--- config.mk ---
export PLATFORM = sky130hd
export DESIGN_NAME = exp_golomb_byte_encoder
export DESIGN_NICKNAME = d
export VERILOG_FILES = /design/src/hdl/egb_pkg.sv /design/src/hdl/egb_front.sv /design/src/hdl/egb_fifo.sv /design/src/hdl/egb_back.sv /design/src/hdl/exp_golomb_byte_encoder.sv
export SDC_FILE = /design/constraint.sdc
export NUM_CORES = 1
export LEC_CHECK = 0
export BUFFER_PORTS_ARGS = -buffer_cell sky130_fd_sc_hd__buf_2
export CAP_MARGIN = 40
export CELL_PAD_IN_SITES_DETAIL_PLACEMENT = 0
export CELL_PAD_IN_SITES_GLOBAL_PLACEMENT = 1
export CORE_MARGIN = 2
export CORE_UTILIZATION = 30
export CTS_BUF_LIST = sky130_fd_sc_hd__clkbuf_4
export CTS_CLUSTER_SIZE = 16
export DETAILED_ROUTE_END_ITERATION = 8
export PLACE_DENSITY_LB_ADDON = 0.1
export SLEW_MARGIN = 20
export SYNTH_ARGS = -nofsm -noshare
export SYNTH_HDL_FRONTEND = slang
export SYNTH_SLANG_ARGS = --single-unit
export TNS_END_PERCENT = 20
--- constraint.sdc ---
create_clock -name clk -period 14.5 [get_ports clk]
set_input_delay 2.9 -clock clk [delete_from_list [all_inputs] [get_ports clk]]
set_output_delay 2.9 -clock clk [all_outputs]
set_load 0.1 [all_outputs]
--- src/hdl/egb_pkg.sv ---
// ----------------------------------------------------------------------------
// egb_pkg
// Shared widths, register codes and the job word passed from front to back.
// ----------------------------------------------------------------------------
package egb_pkg;

    localparam int SYM_W       = 8;   // input symbol
    localparam int CFG_W       = 3;   // configuration data
    localparam int CFG_IDX_W   = 1;   // configuration register index
    localparam int CODE_W      = 17;  // longest code word (order 0, symbol 255)
    localparam int LEN_W       = 5;   // code length
    localparam int ACC_W       = 24;  // pending bits plus longest code
    localparam int PEND_W      = 7;   // bits of an unfinished byte
    localparam int PCNT_W      = 3;   // filled positions of an unfinished byte
    localparam int BYTE_W      = 8;
    localparam int BCNT_W      = 4;   // bit_count field
    localparam int NRES_W      = 2;   // bytes per symbol, 0..3
    localparam int QUEUE_DEPTH = 2;

    localparam logic [BCNT_W-1:0] FULL_COUNT = 4'd8;

    typedef enum logic [CFG_IDX_W-1:0] {
        CFG_ORDER_K      = 1'b0,
        CFG_START_OFFSET = 1'b1
    } cfg_reg_t;

    // One packed symbol: up to three bytes to send
    typedef struct packed {
        logic [ACC_W-1:0]  data;      // byte j in data[8j+7:8j]
        logic [NRES_W-1:0] nres;      // number of bytes to send
        logic [BCNT_W-1:0] last_cnt;  // bit_count of the final byte
    } job_t;

endpackage

--- src/hdl/egb_front.sv ---
// ----------------------------------------------------------------------------
// egb_front
// Takes symbols, builds the Exp-Golomb code and packs it onto pending bits.
// ----------------------------------------------------------------------------
module egb_front
(
    input  logic                          clk,
    input  logic                          rst_n,
    input  logic                          cfg_valid,
    input  logic [egb_pkg::CFG_IDX_W-1:0] cfg_index,
    input  logic [egb_pkg::CFG_W-1:0]     cfg_data,
    input  logic                          s_valid,
    output logic                          s_ready,
    input  logic [egb_pkg::SYM_W-1:0]     s_symbol,
    input  logic                          s_last,
    output logic                          job_valid,
    input  logic                          job_ready,
    output egb_pkg::job_t                 job
);
    import egb_pkg::*;

    localparam logic [CODE_W-1:0] ONE_C    = CODE_W'(1);
    localparam logic [LEN_W-1:0]  CODE_W_L = LEN_W'(CODE_W);

    logic [CFG_W-1:0]  order_k_reg;
    logic [CFG_W-1:0]  start_off_reg;

    // stage A: code word, reversed and right aligned
    logic              a_vld_reg;
    logic              a_vld_next;
    logic [CODE_W-1:0] a_rev_reg;
    logic [LEN_W-1:0]  a_len_reg;
    logic              a_last_reg;

    // pending byte state
    logic [PEND_W-1:0] pend_bits_reg;
    logic [PEND_W-1:0] pend_bits_next;
    logic [PCNT_W-1:0] pend_cnt_reg;
    logic [PCNT_W-1:0] pend_cnt_next;
    logic              at_start_reg;
    logic              at_start_next;

    logic              s_fire;
    logic              b_fire;

    logic [8:0]        ge;
    logic [3:0]        grp;
    logic [3:0]        tail_w;
    logic [CODE_W-1:0] sym_ext;
    logic [CODE_W-1:0] base;
    logic [CODE_W-1:0] code;
    logic [CODE_W-1:0] code_rev;
    logic [CODE_W-1:0] code_aln;
    logic [LEN_W-1:0]  len;

    logic [PCNT_W-1:0] cnt0;
    logic [PEND_W-1:0] bits0;
    logic [ACC_W-1:0]  acc;
    logic [ACC_W-1:0]  rest;
    logic [LEN_W-1:0]  total;
    logic [NRES_W-1:0] nfull;
    logic [PCNT_W-1:0] rem;
    logic [NRES_W-1:0] nres;
    logic [BCNT_W-1:0] last_cnt;

    // ---- stage A: group search and code word ----
    always_comb
    begin
        sym_ext = {{(CODE_W-SYM_W){1'b0}}, s_symbol};
        for (int i = 0; i < 9; i++)
        begin
            ge[i] = sym_ext >= (((ONE_C << (i + 1)) - ONE_C) << order_k_reg);
        end
        // thresholds rise with the group, so ge is a thermometer code
        grp    = 4'($countones(ge));
        tail_w = grp + {1'b0, order_k_reg};
        base   = ((ONE_C << grp) - ONE_C) << order_k_reg;
        code   = (ONE_C << tail_w) | (sym_ext - base);
        len    = {grp, 1'b0} + 5'd1 + {2'b00, order_k_reg};
        for (int i = 0; i < CODE_W; i++)
        begin
            code_rev[i] = code[CODE_W-1-i];
        end
        // first code bit lands in bit 0
        code_aln = code_rev >> (CODE_W_L - len);
    end

    // ---- stage B: pack onto pending bits ----
    always_comb
    begin
        cnt0  = at_start_reg ? start_off_reg : pend_cnt_reg;
        bits0 = at_start_reg ? '0 : pend_bits_reg;
        acc   = {{(ACC_W-PEND_W){1'b0}}, bits0}
              | ({{(ACC_W-CODE_W){1'b0}}, a_rev_reg} << cnt0);
        total = {2'b00, cnt0} + a_len_reg;
        nfull = total[4:3];
        rem   = total[2:0];
        rest  = acc >> {nfull, 3'b000};

        if (a_last_reg)
        begin
            nres     = nfull + NRES_W'(rem != '0);
            last_cnt = (rem != '0) ? {1'b0, rem} : FULL_COUNT;
        end
        else
        begin
            nres     = nfull;
            last_cnt = FULL_COUNT;
        end

        job_valid = a_vld_reg && (nres != '0);
        b_fire    = a_vld_reg && (job_ready || (nres == '0));
        s_ready   = !a_vld_reg || b_fire;
        s_fire    = s_valid && s_ready;

        a_vld_next = s_fire ? 1'b1 : (b_fire ? 1'b0 : a_vld_reg);

        pend_bits_next = pend_bits_reg;
        pend_cnt_next  = pend_cnt_reg;
        at_start_next  = at_start_reg;
        if (b_fire)
        begin
            if (a_last_reg)
            begin
                pend_bits_next = '0;
                pend_cnt_next  = '0;
                at_start_next  = 1'b1;
            end
            else
            begin
                pend_bits_next = rest[PEND_W-1:0];
                pend_cnt_next  = rem;
                at_start_next  = 1'b0;
            end
        end
    end

    assign job.data     = acc;
    assign job.nres     = nres;
    assign job.last_cnt = last_cnt;

    always_ff @(posedge clk or negedge rst_n)
    begin
        if (!rst_n)
        begin
            order_k_reg   <= '0;
            start_off_reg <= '0;
            a_vld_reg     <= 1'b0;
            pend_bits_reg <= '0;
            pend_cnt_reg  <= '0;
            at_start_reg  <= 1'b1;
        end
        else
        begin
            if (cfg_valid)
            begin
                unique case (cfg_reg_t'(cfg_index))
                    CFG_ORDER_K:      order_k_reg   <= cfg_data;
                    CFG_START_OFFSET: start_off_reg <= cfg_data;
                endcase
            end
            a_vld_reg     <= a_vld_next;
            pend_bits_reg <= pend_bits_next;
            pend_cnt_reg  <= pend_cnt_next;
            at_start_reg  <= at_start_next;
        end
    end

    always_ff @(posedge clk)
    begin
        if (s_fire)
        begin
            a_rev_reg  <= code_aln;
            a_len_reg  <= len;
            a_last_reg <= s_last;
        end
    end

`ifndef NO_ASSERTIONS
    a_stream_restart: assert property (@(posedge clk) disable iff (!rst_n)
        b_fire && a_last_reg |=> at_start_reg && (pend_cnt_reg == '0))
        else $error("stream not restarted after last symbol");

    a_stage_hold: assert property (@(posedge clk) disable iff (!rst_n)
        a_vld_reg && !b_fire |=> a_vld_reg && $stable(a_rev_reg) && $stable(a_len_reg))
        else $error("stalled code word lost");

    a_stage_load: assert property (@(posedge clk) disable iff (!rst_n)
        s_fire |=> a_vld_reg)
        else $error("accepted symbol not held");
`endif

endmodule

--- src/hdl/egb_fifo.sv ---
// ----------------------------------------------------------------------------
// egb_fifo
// Short job queue between the packing front and the byte sender.
// ----------------------------------------------------------------------------
module egb_fifo
#(
    parameter int DEPTH = egb_pkg::QUEUE_DEPTH
)
(
    input  logic          clk,
    input  logic          rst_n,
    input  logic          push_valid,
    output logic          push_ready,
    input  egb_pkg::job_t push_data,
    output logic          pop_valid,
    input  logic          pop_ready,
    output egb_pkg::job_t pop_data
);
    import egb_pkg::*;

    localparam int PTR_W = (DEPTH > 1) ? $clog2(DEPTH) : 1;
    localparam int CNT_W = $clog2(DEPTH + 1);
    localparam logic [PTR_W-1:0] LAST_PTR = PTR_W'(DEPTH - 1);
    localparam logic [CNT_W-1:0] FULL_CNT = CNT_W'(DEPTH);

    job_t             mem_reg [DEPTH];
    logic [PTR_W-1:0] wr_ptr_reg;
    logic [PTR_W-1:0] rd_ptr_reg;
    logic [CNT_W-1:0] cnt_reg;
    logic [CNT_W-1:0] cnt_next;
    logic             push;
    logic             pop;

    assign push_ready = (cnt_reg != FULL_CNT);
    assign pop_valid  = (cnt_reg != '0);
    assign push       = push_valid && push_ready;
    assign pop        = pop_valid && pop_ready;
    assign pop_data   = mem_reg[rd_ptr_reg];

    always_comb
    begin
        cnt_next = cnt_reg;
        if (push && !pop)
        begin
            cnt_next = cnt_reg + 1'b1;
        end
        else if (pop && !push)
        begin
            cnt_next = cnt_reg - 1'b1;
        end
    end

    always_ff @(posedge clk or negedge rst_n)
    begin
        if (!rst_n)
        begin
            wr_ptr_reg <= '0;
            rd_ptr_reg <= '0;
            cnt_reg    <= '0;
        end
        else
        begin
            if (push)
            begin
                wr_ptr_reg <= (wr_ptr_reg == LAST_PTR) ? '0 : wr_ptr_reg + 1'b1;
            end
            if (pop)
            begin
                rd_ptr_reg <= (rd_ptr_reg == LAST_PTR) ? '0 : rd_ptr_reg + 1'b1;
            end
            cnt_reg <= cnt_next;
        end
    end

    always_ff @(posedge clk)
    begin
        if (push)
        begin
            mem_reg[wr_ptr_reg] <= push_data;
        end
    end

`ifndef NO_ASSERTIONS
    a_cnt_bound: assert property (@(posedge clk) disable iff (!rst_n)
        cnt_reg <= FULL_CNT)
        else $error("queue count out of range");

    a_push_only: assert property (@(posedge clk) disable iff (!rst_n)
        push && !pop |=> cnt_reg == $past(cnt_reg) + 1'b1)
        else $error("queue count missed a push");

    a_ptr_track: assert property (@(posedge clk) disable iff (!rst_n)
        (cnt_reg == '0) || (cnt_reg == FULL_CNT) |-> wr_ptr_reg == rd_ptr_reg)
        else $error("queue pointers out of step");
`endif

endmodule

--- src/hdl/egb_back.sv ---
// ----------------------------------------------------------------------------
// egb_back
// Sends the bytes of each job one per cycle through an output register, while m_ready allows.
// ----------------------------------------------------------------------------
module egb_back
(
    input  logic                       clk,
    input  logic                       rst_n,
    input  logic                       pop_valid,
    output logic                       pop_ready,
    input  egb_pkg::job_t              pop_data,
    output logic                       m_valid,
    input  logic                       m_ready,
    output logic [egb_pkg::BYTE_W-1:0] m_byte,
    output logic [egb_pkg::BCNT_W-1:0] m_count,
    output logic                       m_last
);
    import egb_pkg::*;

    job_t              cur_reg;
    logic              cur_vld_reg;
    logic [NRES_W-1:0] idx_reg;
    logic              out_vld_reg;
    logic [BYTE_W-1:0] out_byte_reg;
    logic [BCNT_W-1:0] out_cnt_reg;
    logic              out_last_reg;

    logic              out_free;
    logic              is_final;
    logic              emit;
    logic              take;
    logic [BYTE_W-1:0] byte_sel;

    always_comb
    begin
        out_free  = !out_vld_reg || m_ready;
        is_final  = (idx_reg == cur_reg.nres - 1'b1);
        emit      = cur_vld_reg && out_free;
        pop_ready = !cur_vld_reg || (emit && is_final);
        take      = pop_valid && pop_ready;
        byte_sel  = cur_reg.data[{idx_reg, 3'b000} +: BYTE_W];
    end

    assign m_valid = out_vld_reg;
    assign m_byte  = out_byte_reg;
    assign m_count = out_cnt_reg;
    assign m_last  = out_last_reg;

    always_ff @(posedge clk or negedge rst_n)
    begin
        if (!rst_n)
        begin
            cur_vld_reg <= 1'b0;
            idx_reg     <= '0;
            out_vld_reg <= 1'b0;
        end
        else
        begin
            if (take)
            begin
                cur_vld_reg <= 1'b1;
                idx_reg     <= '0;
            end
            else if (emit)
            begin
                cur_vld_reg <= !is_final;
                idx_reg     <= idx_reg + 1'b1;
            end

            if (emit)
            begin
                out_vld_reg <= 1'b1;
            end
            else if (m_ready)
            begin
                out_vld_reg <= 1'b0;
            end
        end
    end

    always_ff @(posedge clk)
    begin
        if (take)
        begin
            cur_reg <= pop_data;
        end
        if (emit)
        begin
            out_byte_reg <= byte_sel;
            out_cnt_reg  <= is_final ? cur_reg.last_cnt : FULL_COUNT;
            out_last_reg <= is_final;
        end
    end

`ifndef NO_ASSERTIONS
    a_partial_last: assert property (@(posedge clk) disable iff (!rst_n)
        out_vld_reg && (out_cnt_reg != FULL_COUNT) |-> out_last_reg)
        else $error("partial byte not marked last");

    a_idx_range: assert property (@(posedge clk) disable iff (!rst_n)
        cur_vld_reg |-> idx_reg < cur_reg.nres)
        else $error("byte index past job end");

    a_job_continues: assert property (@(posedge clk) disable iff (!rst_n)
        emit && !is_final |=> cur_vld_reg)
        else $error("job dropped before its final byte");
`endif

endmodule

--- src/hdl/exp_golomb_byte_encoder.sv ---
// ----------------------------------------------------------------------------
// exp_golomb_byte_encoder
// Order-k Exp-Golomb coder packing code bits LSB first into bytes.
// ----------------------------------------------------------------------------
// A symbol is taken every cycle while the job queue has room; it passes two
// front stages (code word, then packing onto the pending byte) and lands in a
// job queue of JOB_QUEUE_DEPTH entries. The sender gives out one byte per
// cycle while the receiver is ready; a symbol yields the bytes it
// completes plus, on tlast, a flushed partial byte, 0 to 3 in all.
// Sustained throughput is therefore set by the one-byte output channel; the
// first byte passes the code-word register, the job queue, the sender's job
// register and the output register. Configuration writes are taken at once
// (cfg_ready is always high); change them only while the block is idle.
module exp_golomb_byte_encoder
#(
    parameter int JOB_QUEUE_DEPTH = egb_pkg::QUEUE_DEPTH
)
(
    input  logic                          clk,
    input  logic                          rst_n,
    input  logic                          cfg_valid,
    output logic                          cfg_ready,
    input  logic [egb_pkg::CFG_IDX_W-1:0] cfg_index,    // 0 order_k, 1 start_bit_offset
    input  logic [egb_pkg::CFG_W-1:0]     cfg_data,
    input  logic                          s_axis_tvalid,
    output logic                          s_axis_tready,
    input  logic [7:0]                    s_axis_tdata,  // [7:0] symbol
    input  logic                          s_axis_tlast,  // last_symbol
    output logic                          m_axis_tvalid,
    input  logic                          m_axis_tready,
    output logic [15:0]                   m_axis_tdata,  // [7:0] out_byte, [11:8] bit_count
    output logic                          m_axis_tlast   // last_of_run
);
    import egb_pkg::*;

    job_t              push_job;
    job_t              pop_job;
    logic              push_valid;
    logic              push_ready;
    logic              pop_valid;
    logic              pop_ready;
    logic [BYTE_W-1:0] out_byte;
    logic [BCNT_W-1:0] out_cnt;

    assign cfg_ready = 1'b1;

    egb_front u_front
    (
        .clk       (clk),
        .rst_n     (rst_n),
        .cfg_valid (cfg_valid),
        .cfg_index (cfg_index),
        .cfg_data  (cfg_data),
        .s_valid   (s_axis_tvalid),
        .s_ready   (s_axis_tready),
        .s_symbol  (s_axis_tdata),
        .s_last    (s_axis_tlast),
        .job_valid (push_valid),
        .job_ready (push_ready),
        .job       (push_job)
    );

    egb_fifo
    #(
        .DEPTH (JOB_QUEUE_DEPTH)
    )
    u_fifo
    (
        .clk        (clk),
        .rst_n      (rst_n),
        .push_valid (push_valid),
        .push_ready (push_ready),
        .push_data  (push_job),
        .pop_valid  (pop_valid),
        .pop_ready  (pop_ready),
        .pop_data   (pop_job)
    );

    egb_back u_back
    (
        .clk       (clk),
        .rst_n     (rst_n),
        .pop_valid (pop_valid),
        .pop_ready (pop_ready),
        .pop_data  (pop_job),
        .m_valid   (m_axis_tvalid),
        .m_ready   (m_axis_tready),
        .m_byte    (out_byte),
        .m_count   (out_cnt),
        .m_last    (m_axis_tlast)
    );

    assign m_axis_tdata = {4'b0000, out_cnt, out_byte};

endmodule

* Yosys cells after proc, flatten, opt, wreduce, memory -nomap -nowiden
Memories as Yosys holds them, arrays and structs flattened. A register that Yosys moved wholly into a read port is not among the register bits.
Index checks and enable logic that the tools add are counted.
** Storage, ports and cells
- Register bits :: 62
- Memory bits (writable) :: 60
- Input port bits :: 18
- Word-level logic and storage cells :: 122
- Memories kept :: 1
** Memory list
- u_fifo.mem_reg :: words 2, bits a word 30, rd ports 1, clocked after memory_dff 1, wr ports 1, RTL line egb_fifo.sv:26 : job_t mem_reg [DEPTH];
** Operators by class
- Add/subtract/negate cells :: 22
- $lt $le $gt $ge :: 9
- Equality and inequality tests :: 2
- Shifts and indexed selects :: 16
- Mux-type cells :: 22
- Bitwise operators :: 3
- Reduce and logical (&&, ||, !) cells :: 29
** Operator list (number)
- $ge 8x17->1 :: 9
- $shl 1x4->17 const A :: 2
- $or 7x24->24 :: 1
- $shiftx 24x6->8 :: 1
- $shl 17x3->24 :: 1
- $shr 24x5->7 :: 1
- $or 17x17->17 :: 1
- $shl 1x3->17 const A :: 1
- $shl 17x3->17 :: 1
- $shl 2x3->17 const A :: 1
- $shl 3x3->17 const A :: 1
- $shl 4x3->17 const A :: 1
- $shl 5x3->17 const A :: 1
- $shl 6x3->17 const A :: 1
- $shl 7x3->17 const A :: 1
- $shl 8x3->17 const A :: 1
- $shl 9x3->17 const A :: 1
- $shr 17x5->17 :: 1
- $sub 17x1->17 const B :: 1
- $sub 8x17->17 :: 1
- $mux 7 :: 2
- $add 4x4->4 :: 3
- $reduce_bool 2->1 :: 6
- $mux 1 :: 11
- other kinds (23) :: 52

* Depth between registers and ports, before layout
- Depth after elaboration :: 12
- Mapped depth :: 49

* Hierarchy
Synthesis repeated with hierarchy kept, for this count alone.
** Unflattened totals
- Cells, all modules :: 1022
- Area, all modules :: 10451.3 um^2
** Modules (own cells, without submodules)
- egb_front :: instances 1, cells an instance 805, area an instance 6284.8 um^2
- egb_fifo :: instances 1, cells an instance 111, area an instance 2384.8 um^2
- egb_back :: instances 1, cells an instance 99, area an instance 1736.7 um^2
- exp_golomb_byte_encoder :: instances 1, cells an instance 7, area an instance 45.0 um^2

* Worst setup path after synthesis
Ideal clock, no wire load.
- Kind :: input to register
- Start :: input port s_axis_tdata[1]
- End :: register u_front.a_rev_reg[8] (data pin)
- Library setup time :: 0.274 ns
- Arrival time :: 9.955 ns
- Required time :: 14.226 ns
- Path slack :: 4.271 ns
- Stages :: 41
- Buffers on the path :: 2
- Cells stage by stage :: ha_1 nor2b_1 o21ai_0 nand2b_1 a21o_1 a21o_1 a21o_1 a21oi_1 o32ai_1 nand2_1 o21ai_0 ha_1 fa_1 inv_1 fa_1 inv_1 ha_1 inv_1 [... 5 more ...] ha_1 buf_2 nor2b_1 mux2_4 a21oi_1 mux2_2 nand2_1 ha_1 a211oi_1 o21bai_1 a21oi_1 xnor2_1 a21oi_1 inv_1 mux4_2 o21ai_1 o21ai_1 nor2b_1
** On the way
- Word-level cells in the longest chain between the ends :: 11
** Ends and longest elaborated chain
- start, declared :: RTL line exp_golomb_byte_encoder.sv:27 : input logic [7:0] s_axis_tdata,
- $ge 8x17->1 :: RTL line egb_front.sv:72 : ge[i] = sym_ext >= (((ONE_C << (i + 1)) - ONE_C) << order_k_reg);
- $add 1x1->2 (implied by the code) :: RTL line egb_front.sv:75 : grp = 4'($countones(ge));
- $add 4x4->4 (implied by the code) (2 in series) :: RTL line egb_front.sv:75
- $add 4x1->4 (implied by the code) :: RTL line egb_front.sv:75
- $shl 1x4->17 :: RTL line egb_front.sv:77 : base = ((ONE_C << grp) - ONE_C) << order_k_reg;
- $sub 17x1->17 :: RTL line egb_front.sv:77
- $shl 17x3->17 :: RTL line egb_front.sv:77
- $sub 8x17->17 :: RTL line egb_front.sv:78 : code = (ONE_C << tail_w) | (sym_ext - base);
- $or 17x17->17 :: RTL line egb_front.sv:78
- $shr 17x5->17 * :: RTL line egb_front.sv:85 : code_aln = code_rev >> (CODE_W_L - len);
- end signal, assigned :: RTL line egb_front.sv:173 : a_rev_reg <= code_aln;
- end, declared :: RTL line egb_front.sv:31 : logic [CODE_W-1:0] a_rev_reg;
Mark *: on every way between the ends. The rest lies on a longest branch, timed or not.
A chain may end at the register's enable or synchronous reset.

* Worst setup path after layout
- Start :: input port s_axis_tdata[1]
- End :: register u_front.a_rev_reg[5] (data pin)
Same word-level chain as after synthesis.

==> results.rst <==
.. list-table::
   :header-rows: 1

   * - Metric
     - Value
   * - Die width
     - 189 um
   * - Ys Warns
     - 0
   * - Source-to-sink clock delay at the later pin of the worst-skew pair
     - 0.56 ns
   * - Vias in the first global route
     - approximately 7300
   * - GR Overflow Total
     - 0
   * - Fmax achieved
     - approximately 0.090 GHz
   * - Number of ports placed on the die boundary
     - 38
   * - Number of distinct standard cells referenced by the synthesized netlist
     - between 80 and 90
   * - Setup clock skew after layout
     - 0.0118 ns
   * - Post-route core utilization
     - 33.2%
   * - Worst path required time
     - between 10 and 15 ns
   * - Crit Path Max Fanout
     - 20
   * - Crit end category
     - flop
   * - Max Root-Sink Buffers
     - 2
   * - PortBufs
     - 32
   * - Drt pass-1 iters
     - 4
   * - Sum of routed wire length over all layers
     - roughly 27000 um
   * - Final Critical Period
     - approximately 11 ns
   * - Highest cell delay on the worst timing path
     - 0.90 ns
   * - Postcts setup bufs
     - 0
   * - Number of sinks handled by clock tree synthesis
     - 152
   * - Number of H-tree levels
     - 4
   * - Post-route antenna net violation count
     - 0
   * - Setup repair after global routing missed its margin
     - false
   * - Clock tree from TritonCTS
     - built
   * - Total Negative Setup Slacks
     - 0 ns
   * - Growth of design area from synthesis to finish
     - 8.50%
   * - Sequential-to-total area share from yosys stat
     - between 40% and 50%
   * - Number of flops mapped to enable cells by yosys
     - 126
   * - Actual transition at the worst max-transition pin
     - 0.826 ns
   * - Number of vias in the routed layout
     - 7355
   * - Most area-consuming cells after synthesis
     - sky130_fd_sc_hd__edfxtp_1 (37%), sky130_fd_sc_hd__ha_1 (9.4%), sky130_fd_sc_hd__dfrtp_1 (6.1%), sky130_fd_sc_hd__mux2i_1 (4.6%), sky130_fd_sc_hd__nand2_1 (4.4%)
   * - DRC Markers
     - 0
   * - Worst rel slew slack
     - a little over two fifths
   * - CORE AREA
     - between 0.03 and 0.04 sq mm
   * - Run status
     - finished, final reports clean
   * - Instance count of the mapped netlist
     - ~1000
   * - Post-CTS Hold Buffers
     - 0
   * - Detail-routed via count per cell
     - approximately 5.0
   * - Die Span Y
     - 189 um
   * - Most common cell after layout, fill and taps aside
     - sky130_fd_sc_hd__edfxtp_1
   * - Total count of hold-check failures in the final report
     - 0
   * - Path type of the worst min-delay path
     - reg2reg
   * - Wire length of the first global-routing pass
     - 42700 um
   * - Worst setup SP type
     - input pin
   * - Maximum number of pins on one net before global-route repair
     - 49
   * - Yosys reg bits
     - between 150 and 200
   * - Synthesized area
     - around 0.010 sq mm
   * - Final #Nets
     - approximately 1100
   * - Largest register FFs
     - 60
   * - PostCTS Resize Cnt
     - 0
   * - Number of antenna violations at the first check in global routing
     - 1
   * - Cell type with the highest occurrence count on the critical path
     - sky130_fd_sc_hd__ha_1
   * - Number of slew-limit violations in the final report
     - 0
   * - Post-CTS clock slew at the launch and capture registers of the worst setup and hold paths
     - 0.12 ns
   * - Gr usage total
     - between 10% and 20%
   * - Fraction of layout cells with a size suffix above 1
     - 15.0%
   * - Library cell contributing the largest single delay on the critical path
     - sky130_fd_sc_hd__fa_1
   * - Number of maximum-capacitance constraint violations
     - 0
   * - Crit path kind
     - in2reg
   * - Number of buffers created by CTS
     - 17
   * - Critical Path AT
     - 11.38 ns
   * - Post-route fraction of the period consumed by the critical path
     - 76.3%
   * - Average wire per standard cell
     - 18.0 um
   * - Post-synthesis cell type with the largest combined area
     - sky130_fd_sc_hd__edfxtp_1
   * - FFs w/ async S/R, synth
     - ~17%
   * - Area enclosed by the die boundary
     - 0.0358 sq mm
   * - Drt initial violations
     - 352
   * - Post-detail-place hpwl
     - 19800 um
   * - Starting Density
     - 30.6%
   * - Commonest cells after routing, fill and taps aside
     - sky130_fd_sc_hd__edfxtp_1 (126), sky130_fd_sc_hd__nand2_1 (121), sky130_fd_sc_hd__ha_1 (77)
   * - Gpl congestion
     - between 0.7 and 0.8
   * - Standard-cell row count
     - 67
   * - Mapped Avg Cell Area
     - between 10 and 15 sq um
   * - Area share of the largest cell type after synthesis
     - 36.7%
   * - Flip-flop cell with the highest count after synthesis
     - sky130_fd_sc_hd__edfxtp_1
   * - CTS Root Cell
     - sky130_fd_sc_hd__clkbuf_4
   * - Setup violation total in the final timing report
     - 0
   * - Number of fillers in the final layout
     - 3499
## critical path: cells and delay by family
| family | cells | cell delay (ns) |
|---|---|---|
| simple gates | 10 | 1.67 |
| compound gates | 15 | 2.61 |
| mux | 2 | 0.48 |
| fa+ha+maj | 8 | 3.26 |
| buf+inv | 5 | 0.42 |
## stage by stage
step / hold slack (ns) / setup slack (ns) / instances / cell area [sq um]
floorplan: 0.449 / 4.27 / 1000 / 10300
global placement: 0.485 / 3.01 / 1444 / 10900
detailed placement: 0.492 / 2.91 / 1445 / 10900
CTS: 0.512 / 3.54 / 1477 / 11200
global route: 0.520 / 2.68 / 1479 / 11200
finish: 0.512 / 3.43 / 1479 / 11200
## synthesized netlist by cell type (all sizes together), types with 10 or more instances
library cell and count:
a211oi 15, a21o 17, a21oi 55, and2 16, buf 30, clkbuf 19
dfrtp 25, edfxtp 126, ha 77, inv 45, mux2 40, mux2i 49
nand2 121, nand2b 26, nand3 15, nor2 69, nor2b 19, nor3 23
o21ai 63, o22ai 10, xnor2 13, xor2 15
## per-layer routing
metal  share of wire, %  global-route usage, %  vias up
met3                1.6                   1.93       25
met2                 51                   27.0       78
met4                1.5                   4.14        0
li1                   -                      -     3679
met5                  0                      0        -
met1                 46                   19.8     3573
## path summary, 6_finish.rpt
| path | to | start | slack (ns) | depth (start not counted) |
|---|---|---|---|---|
| max | u_front.a_rev_reg[5] | s_axis_tdata[1] | 3.43 | 40 |
| min | u_fifo.cnt_reg[1] | u_fifo.cnt_reg[1] | 0.51 | 1 |
| max reg2reg | u_front.a_rev_reg[5] | u_front.order_k_reg[1] | 4.42 | 43 |
| min reg2reg | u_fifo.cnt_reg[1] | u_fifo.cnt_reg[1] | 0.51 | 1 |
| max in group asynchronous | u_front.pend_bits_reg[0] | rst_n | 11.69 | 1 |
| min in group asynchronous | u_back.idx_reg[1] | rst_n | 2.36 | 1 |
## area by class of cell
cell class | instances | area [sq um] | area share, %
Clock inverter | 15 | 111 | 0.997
Sequential cell | 152 | 4440 | 39.7
Tap cell | 448 | 561 | 5.02
Antenna cell | 1 | 2.50 | 0.0224
Timing Repair Buffer | 47 | 288 | 2.58
Inverter | 47 | 176 | 1.58
Clock buffer | 17 | 128 | 1.14
Multi-Input combinational cell | 752 | 5470 | 49.0
## logic make-up after synthesis
kind of cell,after synthesis,share of synthesized area [%]
DFF,152,43.1
AOI/OAI and AO/OA,226,15.0
and+or+nand+nor,316,14.6
other,2,0.0729
buffers and inverters,96,4.09
xor gates and xnor gates,28,2.38
muxes,92,9.90
adders and majority gates,85,10.9
Power is not shown: default switching activity piles up to over one toggle a cycle in this logic, so the estimate is an artifact.
